[config.mk]
export PLATFORM = sky130hd
export DESIGN_NAME = quad_x_motor_mixer_ramp_core_flat
export DESIGN_NICKNAME = d
export VERILOG_FILES = /design/src/hdl/qxm_pkg.sv /design/src/hdl/qxm_in_if.sv /design/src/hdl/qxm_out_if.sv /design/src/hdl/quad_x_motor_mixer_ramp_core.sv /design/src/flat_wrapper.sv
export SDC_FILE = /design/constraint.sdc
export NUM_CORES = 2
export LEC_CHECK = 0
export BUFFER_PORTS_ARGS = -buffer_cell sky130_fd_sc_hd__buf_2
export CORE_MARGIN = 4
export CORE_UTILIZATION = 45
export CTS_BUF_LIST = sky130_fd_sc_hd__clkbuf_8
export CTS_CLUSTER_SIZE = 20
export DETAILED_ROUTE_END_ITERATION = 7
export PLACE_DENSITY = 0.74
export RECOVER_POWER = 50
export SLEW_MARGIN = 20
export SYNTH_ARGS = -nofsm -noshare
export SYNTH_HDL_FRONTEND = slang
export SYNTH_SLANG_ARGS = --single-unit
[constraint.sdc]
create_clock -name clk -period 12.35 [get_ports clk]
set_input_delay 2.47 -clock clk [delete_from_list [all_inputs] [get_ports clk]]
set_output_delay 2.47 -clock clk [all_outputs]
set_load 0.02 [all_outputs]
[src/hdl/qxm_pkg.sv]
package qxm_pkg;

  localparam int ACT_W   = 3;
  localparam int IDX_W   = 3;
  localparam int PCT_W   = 7;
  localparam int CMD_W   = 8;
  localparam int MOTORS  = 4;
  localparam int CFG_IDX_W = 2;

  // stick range
  localparam logic signed [CMD_W-1:0] STICK_MAX = 8'sd100;
  localparam logic signed [CMD_W-1:0] STICK_MIN = -8'sd100;

  // x/100 for x < 2^17 as (x * DIV100_MUL) >> DIV100_SHIFT, exact below 91180
  localparam logic [16:0] DIV100_MUL   = 17'd83887;
  localparam int          DIV100_SHIFT = 23;

  typedef enum logic [ACT_W-1:0] {
    ACT_ARM     = 3'd0,
    ACT_DISARM  = 3'd1,
    ACT_SET_ALL = 3'd2,
    ACT_SET_ONE = 3'd3,
    ACT_SET_RC  = 3'd4,
    ACT_TICK    = 3'd5
  } action_t;

  typedef enum logic [CFG_IDX_W-1:0] {
    CFG_THROTTLE_LIMIT = 2'd0,
    CFG_MIX_AUTHORITY  = 2'd1,
    CFG_RAMP_STEP      = 2'd2
  } cfg_reg_t;

  localparam logic [PCT_W-1:0] THROTTLE_LIMIT_RST = 7'd100;
  localparam logic [PCT_W-1:0] MIX_AUTHORITY_RST  = 7'd20;
  localparam logic [PCT_W-1:0] RAMP_STEP_RST      = 7'd5;

endpackage

[src/hdl/qxm_in_if.sv]
interface qxm_in_if;
  import qxm_pkg::*;

  logic                     valid;
  logic                     ready;
  logic [ACT_W-1:0]         action;
  logic [IDX_W-1:0]         motor_index;
  logic signed [CMD_W-1:0]  throttle_value;
  logic signed [CMD_W-1:0]  roll_cmd;
  logic signed [CMD_W-1:0]  pitch_cmd;
  logic signed [CMD_W-1:0]  yaw_cmd;

  modport source (
    output valid, action, motor_index, throttle_value, roll_cmd, pitch_cmd, yaw_cmd,
    input  ready
  );

  modport sink (
    input  valid, action, motor_index, throttle_value, roll_cmd, pitch_cmd, yaw_cmd,
    output ready
  );
endinterface

[src/hdl/qxm_out_if.sv]
interface qxm_out_if;
  import qxm_pkg::*;

  logic             valid;
  logic             ready;
  logic             armed_flag;
  logic             arm_accepted;
  logic             force_min_pulse;
  logic [PCT_W-1:0] general_throttle;
  logic [PCT_W-1:0] power_front_left;
  logic [PCT_W-1:0] power_front_right;
  logic [PCT_W-1:0] power_rear_left;
  logic [PCT_W-1:0] power_rear_right;

  modport source (
    output valid, armed_flag, arm_accepted, force_min_pulse, general_throttle,
           power_front_left, power_front_right, power_rear_left, power_rear_right,
    input  ready
  );

  modport sink (
    input  valid, armed_flag, arm_accepted, force_min_pulse, general_throttle,
           power_front_left, power_front_right, power_rear_left, power_rear_right,
    output ready
  );
endinterface

[src/hdl/quad_x_motor_mixer_ramp_core.sv]
// Stages: input stage, then state/result stage, where the result is registered.
// Throughput: one request per cycle; cmd.ready stays high whenever the result
//   register is empty or being taken in the same cycle.
// Reset (rst, synchronous, active high): disarmed, general level, targets and
//   powers zero, both stages empty, registers back to limit 100, authority 20, step 5.
module quad_x_motor_mixer_ramp_core (
  input  logic                          clk,
  input  logic                          rst,
  input  logic                          cfg_we,
  input  logic [qxm_pkg::CFG_IDX_W-1:0] cfg_index,
  input  logic [qxm_pkg::PCT_W-1:0]     cfg_data,
  qxm_in_if.sink                        cmd,
  qxm_out_if.source                     res
);
  import qxm_pkg::*;

  // Per motor negation mask for {yaw, pitch, roll}; order FL FR RL RR.
  localparam logic [2:0] MIX_NEG [MOTORS] = '{3'b000, 3'b101, 3'b110, 3'b011};

  // ---------------------------------------------------------------------------
  // Configuration registers
  // ---------------------------------------------------------------------------
  logic [PCT_W-1:0] throttle_limit;
  logic [PCT_W-1:0] mix_authority;
  logic [PCT_W-1:0] ramp_step;

  always_ff @(posedge clk) begin
    if (rst) begin
      throttle_limit <= THROTTLE_LIMIT_RST;
      mix_authority  <= MIX_AUTHORITY_RST;
      ramp_step      <= RAMP_STEP_RST;
    end else if (cfg_we) begin
      unique case (cfg_index)
        CFG_THROTTLE_LIMIT: throttle_limit <= cfg_data;
        CFG_MIX_AUTHORITY:  mix_authority  <= cfg_data;
        CFG_RAMP_STEP:      ramp_step      <= cfg_data;
        default: ;  // index beyond the register list: ignored
      endcase
    end
  end

  function automatic logic signed [CMD_W-1:0] clamp_stick(logic signed [CMD_W-1:0] v);
    logic signed [CMD_W-1:0] r;
    if (v < STICK_MIN)      r = STICK_MIN;
    else if (v > STICK_MAX) r = STICK_MAX;
    else                    r = v;
    return r;
  endfunction

  function automatic logic [PCT_W-1:0] clamp_thr(logic signed [CMD_W-1:0] v,
                                                 logic [PCT_W-1:0] lim);
    logic [PCT_W-1:0] r;
    if (v[CMD_W-1])                 r = '0;
    else if (v[PCT_W-1:0] > lim)    r = lim;
    else                            r = v[PCT_W-1:0];
    return r;
  endfunction

  // ---------------------------------------------------------------------------
  // Handshake. Stage 1 holds one accepted request; it moves into the state
  // and result registers when the result register is free or being drained.
  // ---------------------------------------------------------------------------
  logic s1_valid;
  logic advance;

  assign advance   = s1_valid && (!res.valid || res.ready);
  assign cmd.ready = !s1_valid || advance;

  // ---------------------------------------------------------------------------
  // Stage 1: throttle clamp and stick mixing products. The user must change the
  // registers only while idle, so using them is safe; the block does not enforce it.
  // ---------------------------------------------------------------------------
  logic signed [CMD_W-1:0] stick_c [3];
  logic signed [9:0]       mix_sum [MOTORS];
  logic signed [17:0]      mix_prod [MOTORS];

  always_comb begin
    stick_c[0] = clamp_stick(cmd.roll_cmd);
    stick_c[1] = clamp_stick(cmd.pitch_cmd);
    stick_c[2] = clamp_stick(cmd.yaw_cmd);
    for (int m = 0; m < MOTORS; m++) begin
      mix_sum[m] = '0;
      for (int a = 0; a < 3; a++) begin
        if (MIX_NEG[m][a]) mix_sum[m] = mix_sum[m] - {{2{stick_c[a][CMD_W-1]}}, stick_c[a]};
        else               mix_sum[m] = mix_sum[m] + {{2{stick_c[a][CMD_W-1]}}, stick_c[a]};
      end
      // |sum * authority| <= 300 * 127, fits 18 bits signed
      mix_prod[m] = $signed({{8{mix_sum[m][9]}}, mix_sum[m]})
                  * $signed({11'b0, mix_authority});
    end
  end

  action_t            s1_action;
  logic [IDX_W-1:0]   s1_idx;
  logic [PCT_W-1:0]   s1_level;
  logic signed [17:0] s1_mix [MOTORS];

  always_ff @(posedge clk) begin
    if (rst) begin
      s1_valid <= 1'b0;
    end else if (cmd.valid && cmd.ready) begin
      s1_valid <= 1'b1;
    end else if (advance) begin
      s1_valid <= 1'b0;
    end
  end

  always_ff @(posedge clk) begin
    if (cmd.valid && cmd.ready) begin
      s1_action <= action_t'(cmd.action);
      s1_idx    <= cmd.motor_index;
      s1_level  <= clamp_thr(cmd.throttle_value, throttle_limit);
      for (int m = 0; m < MOTORS; m++) s1_mix[m] <= mix_prod[m];
    end
  end

  // ---------------------------------------------------------------------------
  // Stage 2: controller state. The state registers double as the result
  // payload, since they change only when a new result is loaded.
  // ---------------------------------------------------------------------------
  logic             armed;
  logic [PCT_W-1:0] general_level;
  logic [PCT_W-1:0] target [MOTORS];
  logic [PCT_W-1:0] eff    [MOTORS];
  logic             arm_ok;
  logic             force_min;

  logic             armed_next;
  logic [PCT_W-1:0] general_next;
  logic [PCT_W-1:0] target_next [MOTORS];
  logic [PCT_W-1:0] eff_next    [MOTORS];
  logic             arm_ok_next;
  logic             force_min_next;

  // RC mix: round((base*100 + mix)/100) half away from zero, then clamp.
  logic [13:0]        base_x100;
  logic signed [17:0] num   [MOTORS];
  logic               neg   [MOTORS];
  logic [15:0]        mag   [MOTORS];
  logic [16:0]        rnd   [MOTORS];
  logic [33:0]        prod  [MOTORS];
  logic [8:0]         qmag  [MOTORS];
  logic [PCT_W-1:0]   rc_tgt [MOTORS];
  // Ramp
  logic signed [7:0]  diff  [MOTORS];
  logic signed [7:0]  step_s;
  logic [PCT_W-1:0]   ramp  [MOTORS];

  always_comb begin
    base_x100 = 14'(s1_level * 14'd100);
    step_s    = $signed({1'b0, ramp_step});
    for (int m = 0; m < MOTORS; m++) begin
      num[m]  = $signed({4'b0, base_x100}) + s1_mix[m];
      neg[m]  = num[m][17];
      mag[m]  = neg[m] ? 16'(-num[m]) : num[m][15:0];
      rnd[m]  = {1'b0, mag[m]} + 17'd50;
      prod[m] = {17'b0, rnd[m]} * {17'b0, DIV100_MUL};
      qmag[m] = prod[m][DIV100_SHIFT+8:DIV100_SHIFT];
      if (neg[m])                         rc_tgt[m] = '0;
      else if (qmag[m] > {2'b0, throttle_limit}) rc_tgt[m] = throttle_limit;
      else                                rc_tgt[m] = qmag[m][PCT_W-1:0];

      diff[m] = $signed({1'b0, target[m]}) - $signed({1'b0, eff[m]});
      if (diff[m] > step_s)       ramp[m] = eff[m] + ramp_step;
      else if (diff[m] < -step_s) ramp[m] = eff[m] - ramp_step;
      else                        ramp[m] = target[m];
    end
  end

  always_comb begin
    armed_next     = armed;
    general_next   = general_level;
    arm_ok_next    = 1'b0;
    force_min_next = 1'b0;
    for (int m = 0; m < MOTORS; m++) begin
      target_next[m] = target[m];
      eff_next[m]    = eff[m];
    end
    unique case (s1_action)
      ACT_ARM: begin
        // refused while a general throttle is still requested
        if (general_level == '0) begin
          armed_next   = 1'b1;
          arm_ok_next  = 1'b1;
          general_next = '0;
          for (int m = 0; m < MOTORS; m++) begin
            target_next[m] = '0;
            eff_next[m]    = '0;
          end
        end
      end
      ACT_DISARM: begin
        armed_next     = 1'b0;
        force_min_next = 1'b1;
        general_next   = '0;
        for (int m = 0; m < MOTORS; m++) begin
          target_next[m] = '0;
          eff_next[m]    = '0;
        end
      end
      ACT_SET_ALL: begin
        general_next = s1_level;
        for (int m = 0; m < MOTORS; m++) target_next[m] = armed ? s1_level : '0;
      end
      ACT_SET_ONE: begin
        if (!s1_idx[IDX_W-1]) target_next[s1_idx[1:0]] = armed ? s1_level : '0;
      end
      ACT_SET_RC: begin
        general_next = s1_level;
        for (int m = 0; m < MOTORS; m++) target_next[m] = armed ? rc_tgt[m] : '0;
      end
      ACT_TICK: begin
        if (!armed) force_min_next = 1'b1;
        else for (int m = 0; m < MOTORS; m++) eff_next[m] = ramp[m];
      end
      default: ;  // unused action codes: state reported unchanged
    endcase
  end

  always_ff @(posedge clk) begin
    if (rst) begin
      res.valid     <= 1'b0;
      armed         <= 1'b0;
      general_level <= '0;
      arm_ok        <= 1'b0;
      force_min     <= 1'b0;
      for (int m = 0; m < MOTORS; m++) begin
        target[m] <= '0;
        eff[m]    <= '0;
      end
    end else if (advance) begin
      res.valid     <= 1'b1;
      armed         <= armed_next;
      general_level <= general_next;
      arm_ok        <= arm_ok_next;
      force_min     <= force_min_next;
      for (int m = 0; m < MOTORS; m++) begin
        target[m] <= target_next[m];
        eff[m]    <= eff_next[m];
      end
    end else if (res.ready) begin
      res.valid <= 1'b0;
    end
  end

  assign res.armed_flag        = armed;
  assign res.arm_accepted      = arm_ok;
  assign res.force_min_pulse   = force_min;
  assign res.general_throttle  = general_level;
  assign res.power_front_left  = eff[0];
  assign res.power_front_right = eff[1];
  assign res.power_rear_left   = eff[2];
  assign res.power_rear_right  = eff[3];

  // ---------------------------------------------------------------------------
  // Assertions
  // ---------------------------------------------------------------------------
  a_reset_empty: assert property (@(posedge clk) rst |=> !res.valid && !armed && !s1_valid)
    else $error("pipeline or arm state not cleared by reset");

  a_force_min_disarmed: assert property (@(posedge clk) disable iff (rst)
    res.valid && res.force_min_pulse |-> !res.armed_flag)
    else $error("minimum pulse forced while armed");

  a_arm_clean: assert property (@(posedge clk) disable iff (rst)
    res.valid && res.arm_accepted |->
      res.armed_flag && res.general_throttle == '0 && res.power_front_left == '0 &&
      res.power_front_right == '0 && res.power_rear_left == '0 &&
      res.power_rear_right == '0)
    else $error("accepted arm left throttle or power set");

  a_stage_hold: assert property (@(posedge clk) disable iff (rst)
    s1_valid && !advance |=> s1_valid && $stable(s1_action) && $stable(s1_level))
    else $error("held request in stage 1 lost or changed");

endmodule

[src/flat_wrapper.sv]
// flat-port wrapper written by rule: the top's interface ports become plain ports
module quad_x_motor_mixer_ramp_core_flat import qxm_pkg::*;
  (clk, rst, cfg_we, cfg_index, cfg_data, cmd_valid, cmd_action, cmd_motor_index, cmd_throttle_value, cmd_roll_cmd, cmd_pitch_cmd, cmd_yaw_cmd, cmd_ready, res_valid, res_armed_flag, res_arm_accepted, res_force_min_pulse, res_general_throttle, res_power_front_left, res_power_front_right, res_power_rear_left, res_power_rear_right, res_ready);
  qxm_in_if cmd_i ();
  qxm_out_if res_i ();
  input  logic clk;
  input  logic rst;
  input  logic cfg_we;
  input  logic [qxm_pkg::CFG_IDX_W-1:0] cfg_index;
  input  logic [qxm_pkg::PCT_W-1:0] cfg_data;
  input wire logic [$bits(cmd_i.valid)-1:0] cmd_valid;
  input wire logic [$bits(cmd_i.action)-1:0] cmd_action;
  input wire logic [$bits(cmd_i.motor_index)-1:0] cmd_motor_index;
  input wire logic [$bits(cmd_i.throttle_value)-1:0] cmd_throttle_value;
  input wire logic [$bits(cmd_i.roll_cmd)-1:0] cmd_roll_cmd;
  input wire logic [$bits(cmd_i.pitch_cmd)-1:0] cmd_pitch_cmd;
  input wire logic [$bits(cmd_i.yaw_cmd)-1:0] cmd_yaw_cmd;
  output wire logic [$bits(cmd_i.ready)-1:0] cmd_ready;
  output wire logic [$bits(res_i.valid)-1:0] res_valid;
  output wire logic [$bits(res_i.armed_flag)-1:0] res_armed_flag;
  output wire logic [$bits(res_i.arm_accepted)-1:0] res_arm_accepted;
  output wire logic [$bits(res_i.force_min_pulse)-1:0] res_force_min_pulse;
  output wire logic [$bits(res_i.general_throttle)-1:0] res_general_throttle;
  output wire logic [$bits(res_i.power_front_left)-1:0] res_power_front_left;
  output wire logic [$bits(res_i.power_front_right)-1:0] res_power_front_right;
  output wire logic [$bits(res_i.power_rear_left)-1:0] res_power_rear_left;
  output wire logic [$bits(res_i.power_rear_right)-1:0] res_power_rear_right;
  input wire logic [$bits(res_i.ready)-1:0] res_ready;
  assign cmd_i.valid = cmd_valid;
  assign cmd_i.action = cmd_action;
  assign cmd_i.motor_index = cmd_motor_index;
  assign cmd_i.throttle_value = cmd_throttle_value;
  assign cmd_i.roll_cmd = cmd_roll_cmd;
  assign cmd_i.pitch_cmd = cmd_pitch_cmd;
  assign cmd_i.yaw_cmd = cmd_yaw_cmd;
  assign cmd_ready = cmd_i.ready;
  assign res_valid = res_i.valid;
  assign res_armed_flag = res_i.armed_flag;
  assign res_arm_accepted = res_i.arm_accepted;
  assign res_force_min_pulse = res_i.force_min_pulse;
  assign res_general_throttle = res_i.general_throttle;
  assign res_power_front_left = res_i.power_front_left;
  assign res_power_front_right = res_i.power_front_right;
  assign res_power_rear_left = res_i.power_rear_left;
  assign res_power_rear_right = res_i.power_rear_right;
  assign res_i.ready = res_ready;
  quad_x_motor_mixer_ramp_core u_core (.clk(clk), .rst(rst), .cfg_we(cfg_we), .cfg_index(cfg_index), .cfg_data(cfg_data), .cmd(cmd_i), .res(res_i));
endmodule
=== Word-level counts from Yosys, hierarchy flattened ===
Memories as Yosys holds them, arrays and structs flattened.
Cells that the tools add are included.

* Flip-flop bits (word level): 46
* Bits in writable memories: 128
* Input port bits: 52
* Output and inout port bits: 40
* Word-level logic and storage cells: 184
* Memories: 3

{| class="wikitable"
|+ Memory list
! memory !! depth !! width !! rd ports !! clocked after Yosys merged registers in !! write ports !! line !! text
|-
| u_core.s1_mix || 4 || 18 || 4 || 0 || 4 || quad_x_motor_mixer_ramp_core.sv:96 || <nowiki>logic signed [17:0] s1_mix [MOTORS];</nowiki>
|-
| u_core.eff || 4 || 7 || 4 || 0 || 4 || quad_x_motor_mixer_ramp_core.sv:124 || <nowiki>logic [PCT_W-1:0] eff [MOTORS];</nowiki>
|-
| u_core.target || 4 || 7 || 4 || 0 || 4 || quad_x_motor_mixer_ramp_core.sv:123 || <nowiki>logic [PCT_W-1:0] target [MOTORS];</nowiki>
|}

* $add $sub $neg: 34
* Multipliers: 9
* Order comparisons: 21
* Equality and inequality tests: 8
* Mux-type cells: 68
* Bitwise operators: 9
* Reduce and logical (&&, ||, !) cells: 20

{| class="wikitable"
|+ Operators with widths
! cell !! number
|-
| 7-bit two-way mux || 32
|-
| 28-bit case mux with 5 select lines || 1
|-
| 17-bit by 17-bit multiplier with 32-bit output (second input constant) || 4
|-
| 28-bit two-way mux || 4
|-
| 28-bit case mux with 3 select lines || 1
|-
| 15-bit by 18-bit adder with 18-bit output || 4
|-
| 10-bit by 8-bit multiplier with 18-bit output || 4
|-
| 16-bit by 6-bit adder with 17-bit output (second input constant) || 4
|-
| 16-bit two-way mux || 4
|-
| 16-bit negation || 4
|-
| 8-bit two-way mux || 6
|-
| 9-bit by 7-bit > comparator with 1-bit output || 4
|-
| 8-bit > comparator || 4
|-
| 8-bit less-than comparator || 4
|-
| 7-bit by 7-bit subtractor with 8-bit output || 4
|-
| 7-bit adder || 4
|-
| 28-bit bitwise mux || 1
|-
| 7-bit subtractor || 4
|-
| 8-bit > comparator (second input constant) || 3
|-
| 8-bit less-than comparator (second input constant) || 3
|-
| 7-bit case mux with 3 select lines || 1
|-
| 9-bit by 8-bit adder with 10-bit output || 2
|-
| 9-bit by 8-bit subtractor with 10-bit output || 2
|-
| 1-bit two-way mux || 15
|-
| other kinds (31) || 50
|}

=== Longest topological paths before layout ===
* Word-level depth: 12
* Gate-level depth with buffers: 65
* Mapped depth without buffers: 63

=== Least setup slack after synthesis ===
No wires, ideal clock.

* Path type: register to register
* From: register u_core.s1_level[1]
* To: memory u_core.target[3][0], data pin
* Library setup time: 0.268 ns
* Arrival: 13.332 ns
* Required time: 12.082 ns
* Path slack: -1.250 ns
* Stages on the path, launching flop included: 62
* Buffers on the path: 3
* Period minus slack after synthesis: 13.600 ns
* Cell sequence: edfxtp_1 > ha_1 > ha_1 > inv_1 > fa_1 > inv_1 > ha_1 > a21oi_1 > o21bai_1 > a21o_1 > a21oi_1 > xnor2_1 > ha_1 > a21oi_1 > o21a_1 > o21a_1 > o21ai_1 > a21oi_1 > [... 26 more ...] > a2111o_1 > a31oi_1 > nor2b_1 > xnor2_1 > ha_1 > nor2b_1 > o21a_1 > o21a_1 > o21ai_0 > nand2b_1 > a21oi_1 > nor2b_1 > o22ai_1 > nand3b_1 > mux2_2 > clkbuf_1 > mux2_2 > o22ai_1

{| class="wikitable"
|+ RTL lines
! what !! line !! text
|-
| from (decl) || quad_x_motor_mixer_ramp_core.sv:95 || <nowiki>logic [PCT_W-1:0] s1_level;</nowiki>
|-
| from (signal assigned) || quad_x_motor_mixer_ramp_core.sv:112 || <nowiki>s1_level <= clamp_thr(cmd.throttle_value, throttle_limit);</nowiki>
|-
| to (decl) || quad_x_motor_mixer_ramp_core.sv:123 ||
|}

==> flow_summary.yaml <==
cts:
  cts_made_buffers: 17
  hold_buffers: 0
  insertion_delay_ns: 0.58
  clk_pin_slew_ns: 0.12
  root_buffer: "clkbuf_8"
  htree_levels: 4
  ctsLongestPathBuffers: 2
  cts_sinks: 172
  cts_tree: "built"
drt:
  finalWirelength_mm: 145.0
  drtAntennaViolNets: 0
  drtIter0Drc: 2966
  viasPerCell: 5.336
  vias: 44270
  firstDrtPassIters: 6
  route.detailed.wl_per_inst_um: 17.48
  post-route-drc-count: 0
setup_path:
  critPathKind: "reg -> reg"
  cp_data_arrival_time_ns: 12.78
  start_kind: "register"
  crit_required_ns: 12.75
  slowest_delay_ns: 0.54
  path_common_cell: "fa_1"
  crit_path_max_fanout: 7
  crit_path_end_kind: "register"
  cp_slowest_cell: "fa_1"
grt:
  use_met2_pct: 37.62
  grt_start_max_net_pins: 78
  grt-ovfl-total: 0
  use_met3_pct: 2.824
  met1_usage_pct: 30.96
  grt_pass1_wl_mm: 232.1
  antenna_found_initial: 2
  grt_pass1_vias: 45310
  busiest_layer: "met2"
  grtUsageTotal_pct: 22.52
finish:
  fin_nets: 8443
  multi_input_area_um2: 46290
  seq_area_um2: 4836
  drive_gt1_share_pct: 17.03
  fillerInstances: 10640
  area_delta_synth_final_pct: 17.48
  design_area_um2: 63720
hold_path:
  hp-class: "reg -> reg"
outcome:
  violations: "max-capacitance violations, max-slew violations, negative setup slack"
  status: "complete, but fails checks"
synth:
  synth-seq-cells: 172
  synthMostInstantiatedCell: "inv_1"
  synth-compound-area-share_pct: 11.48
  synthAdderAreaFrac_pct: 49.68
  synth_common_cells: "1316 x inv_1, 1004 x ha_1, 718 x fa_1"
  synth_xor_area_share_pct: 6.427
  syn_inst: 6051
  synthSimpleGateAreaFrac_pct: 12.16
  synth.largest_area_cell: "fa_1"
  syn_area_um2: 54240
  syn_avg_cell_area_um2: 8.964
  synthTopCellsByArea: "fa_1 27%, ha_1 23%, inv_1 9.1%, edfxtp_1 7.7%, xnor2_1 4.4%"
  synthMuxAreaShare_pct: 1.449
  synth-edff-count: 139
  ys_warn_count: 0
  async_reset_ff_share_pct: 0
  syn_nets: 7825
  synth_top_family_by_area: "adder cells"
  yosysUniqueCellTypes: 99
  yosysSeqAreaShare_pct: 8.913
  synthFlopType: "edfxtp_1"
  synth_top_area_share_pct: 26.50
placed_design:
  placed_cell_area_um2: 60590
  gp_routability_congestion: 0.9469
  hpwlAfterDp_mm: 121.1
  port_buffers: 91
timing:
  fmax_mhz: 80.78
  finalCriticalPeriod_ns: 12.38
  rsz0062_at_grt: "true"
  finalHoldViolations: 0
  finalCritPeriodShare_pct: 100.2
  slew_headroom_pct: -198.8
  fin_ws_ns: -0.02995
  fin_skew_ns: 0.03688
  drv_slew: 78
  tightestPinTransition_ns: 4.483
  setup_viol: 3
floorplan:
  coreArea_um2: 119800
  std_cell_rows: 127
  die_area_um2: 126100
  initial_core_util_pct: 45.27
  fp.dieH_um: 355.2
  boundaryPins: 92
  die_x_um: 355.2
run:
  maxCapViolCount: 1
==> through the flow <==
| step | util (%) | setup TNS (ns) | hold WS (ns) | cells | setup WS [ns] |
|---|---|---|---|---|---|
| after global routing | 53.18 | -12.29 | 0.5094 | 8296 | -0.6359 |
| final | 53.18 | -0.06117 | 0.4823 | 8296 | -0.02995 |
| after global placement | 50.57 | -2.709 | 0.4468 | 8166 | -0.3566 |
| after detailed placement | 50.57 | -7.709 | 0.4554 | 8166 | -0.6560 |
| after CTS | 51.59 | 0 | 0.4823 | 8224 | 0.002045 |
| after floorplan | - | -0.01499 | 0.4868 | 6051 | -0.01499 |
==> critical path, delay by kind of cell (launching register included) <==
family	cells	cell delay, ns
AO/OA/AOI/OAI	22	3.71
XOR/XNOR	4	0.71
adder cells (fa/ha/maj)	12	4.38
buffers and inverters	12	1.32
flip-flops	1	0.47
multiplexers	2	0.69
AND/OR/NAND/NOR	8	0.87
==> flip-flops by register name, summed over array words and instances, names as in the netlist, 7 cells and up <==
name,flops
u_core.throttle_limit,7
u_core.target,28
u_core.s1_level,7
u_core.eff,28
u_core.ramp_step,7
u_core.res.general_throttle,7
u_core.mix_authority,7
u_core.s1_mix,70
==> placed cells by master (no fill, tap or decap), drive strengths merged, types with 16 or more instances in the layout <==
master  synthesis  layout
ha           1004    1004
or2            26      26
o21bai         44      44
clkbuf         91      41
inv          1318    1326
buf            15     681
nand3          64      64
a21oi         270     270
a31oi          21      21
o22ai          38      38
nand2         282     282
fa            718     718
mux2           18      18
xor2          106     106
nand2b         63      63
a21o           89      89
o21ai         173     173
mux2i          57      57
dfxtp          33      33
and3           16      16
a211oi         47      47
a32oi          25      25
a211o          26      26
nor4           18      18
nor2b          79      79
nor2          358     358
edfxtp        139     139
a21boi         24      24
xnor2         277     277
nor3           94      94
or3            29      29
nand4          28      28
and2          207     207
o21a           53      53
==> logic make-up after synthesis <==
| family | Yosys count |
|---|---|
| xor+xnor | 385 |
| fa+ha+maj | 1723 |
| mux | 75 |
| simple gates | 1318 |
| buf+inv | 1426 |
| compound gates | 952 |
| flops | 172 |
==> layer usage <==
layer / share of wire, % / routed length (µm)
met5: 0 / 0
met4: 2.8 / 4060
met3: 5.5 / 8009
met2: 47 / 68810
met1: 44 / 64130
==> path summary, 6_finish.rpt <==
| path | startpoint | to | slack, ns | cells past startpoint |
|---|---|---|---|---|
| hold reg to reg | u_core.mix_authority[4] | u_core.mix_authority[4] | 0.48 | 1 |
| setup / recovery | u_core.s1_level[2] | u_core.target[3][0] | -0.03 | 60 |
| hold / removal | u_core.mix_authority[4] | u_core.mix_authority[4] | 0.48 | 1 |
| setup reg to reg | u_core.s1_level[2] | u_core.target[3][0] | -0.03 | 60 |
==> cell type report <==
type	count	area share, %
antenna	2	0.007854
clock buffer	17	0.3672
clock inverter	15	0.2769
inverter	1320	7.780
multi-input combinational	4453	72.65
sequential	172	7.589
tap	1612	3.165
timing repair buffer	705	8.161
==> timing repair <==
| action | CTS | global route |
|---|---|---|
| buffers inserted | 26 | 72 |
| pin swaps | 63 | 124 |
| gates resized for setup | 126 | 278 |
| endpoints found under the hold margin | 0 | 0 |
| setup endpoints to repair | 28 | 28 |
Power is left out: the tool's default activity adds up to more than one toggle a clock period on the data nets, which glitch-free logic cannot reach.
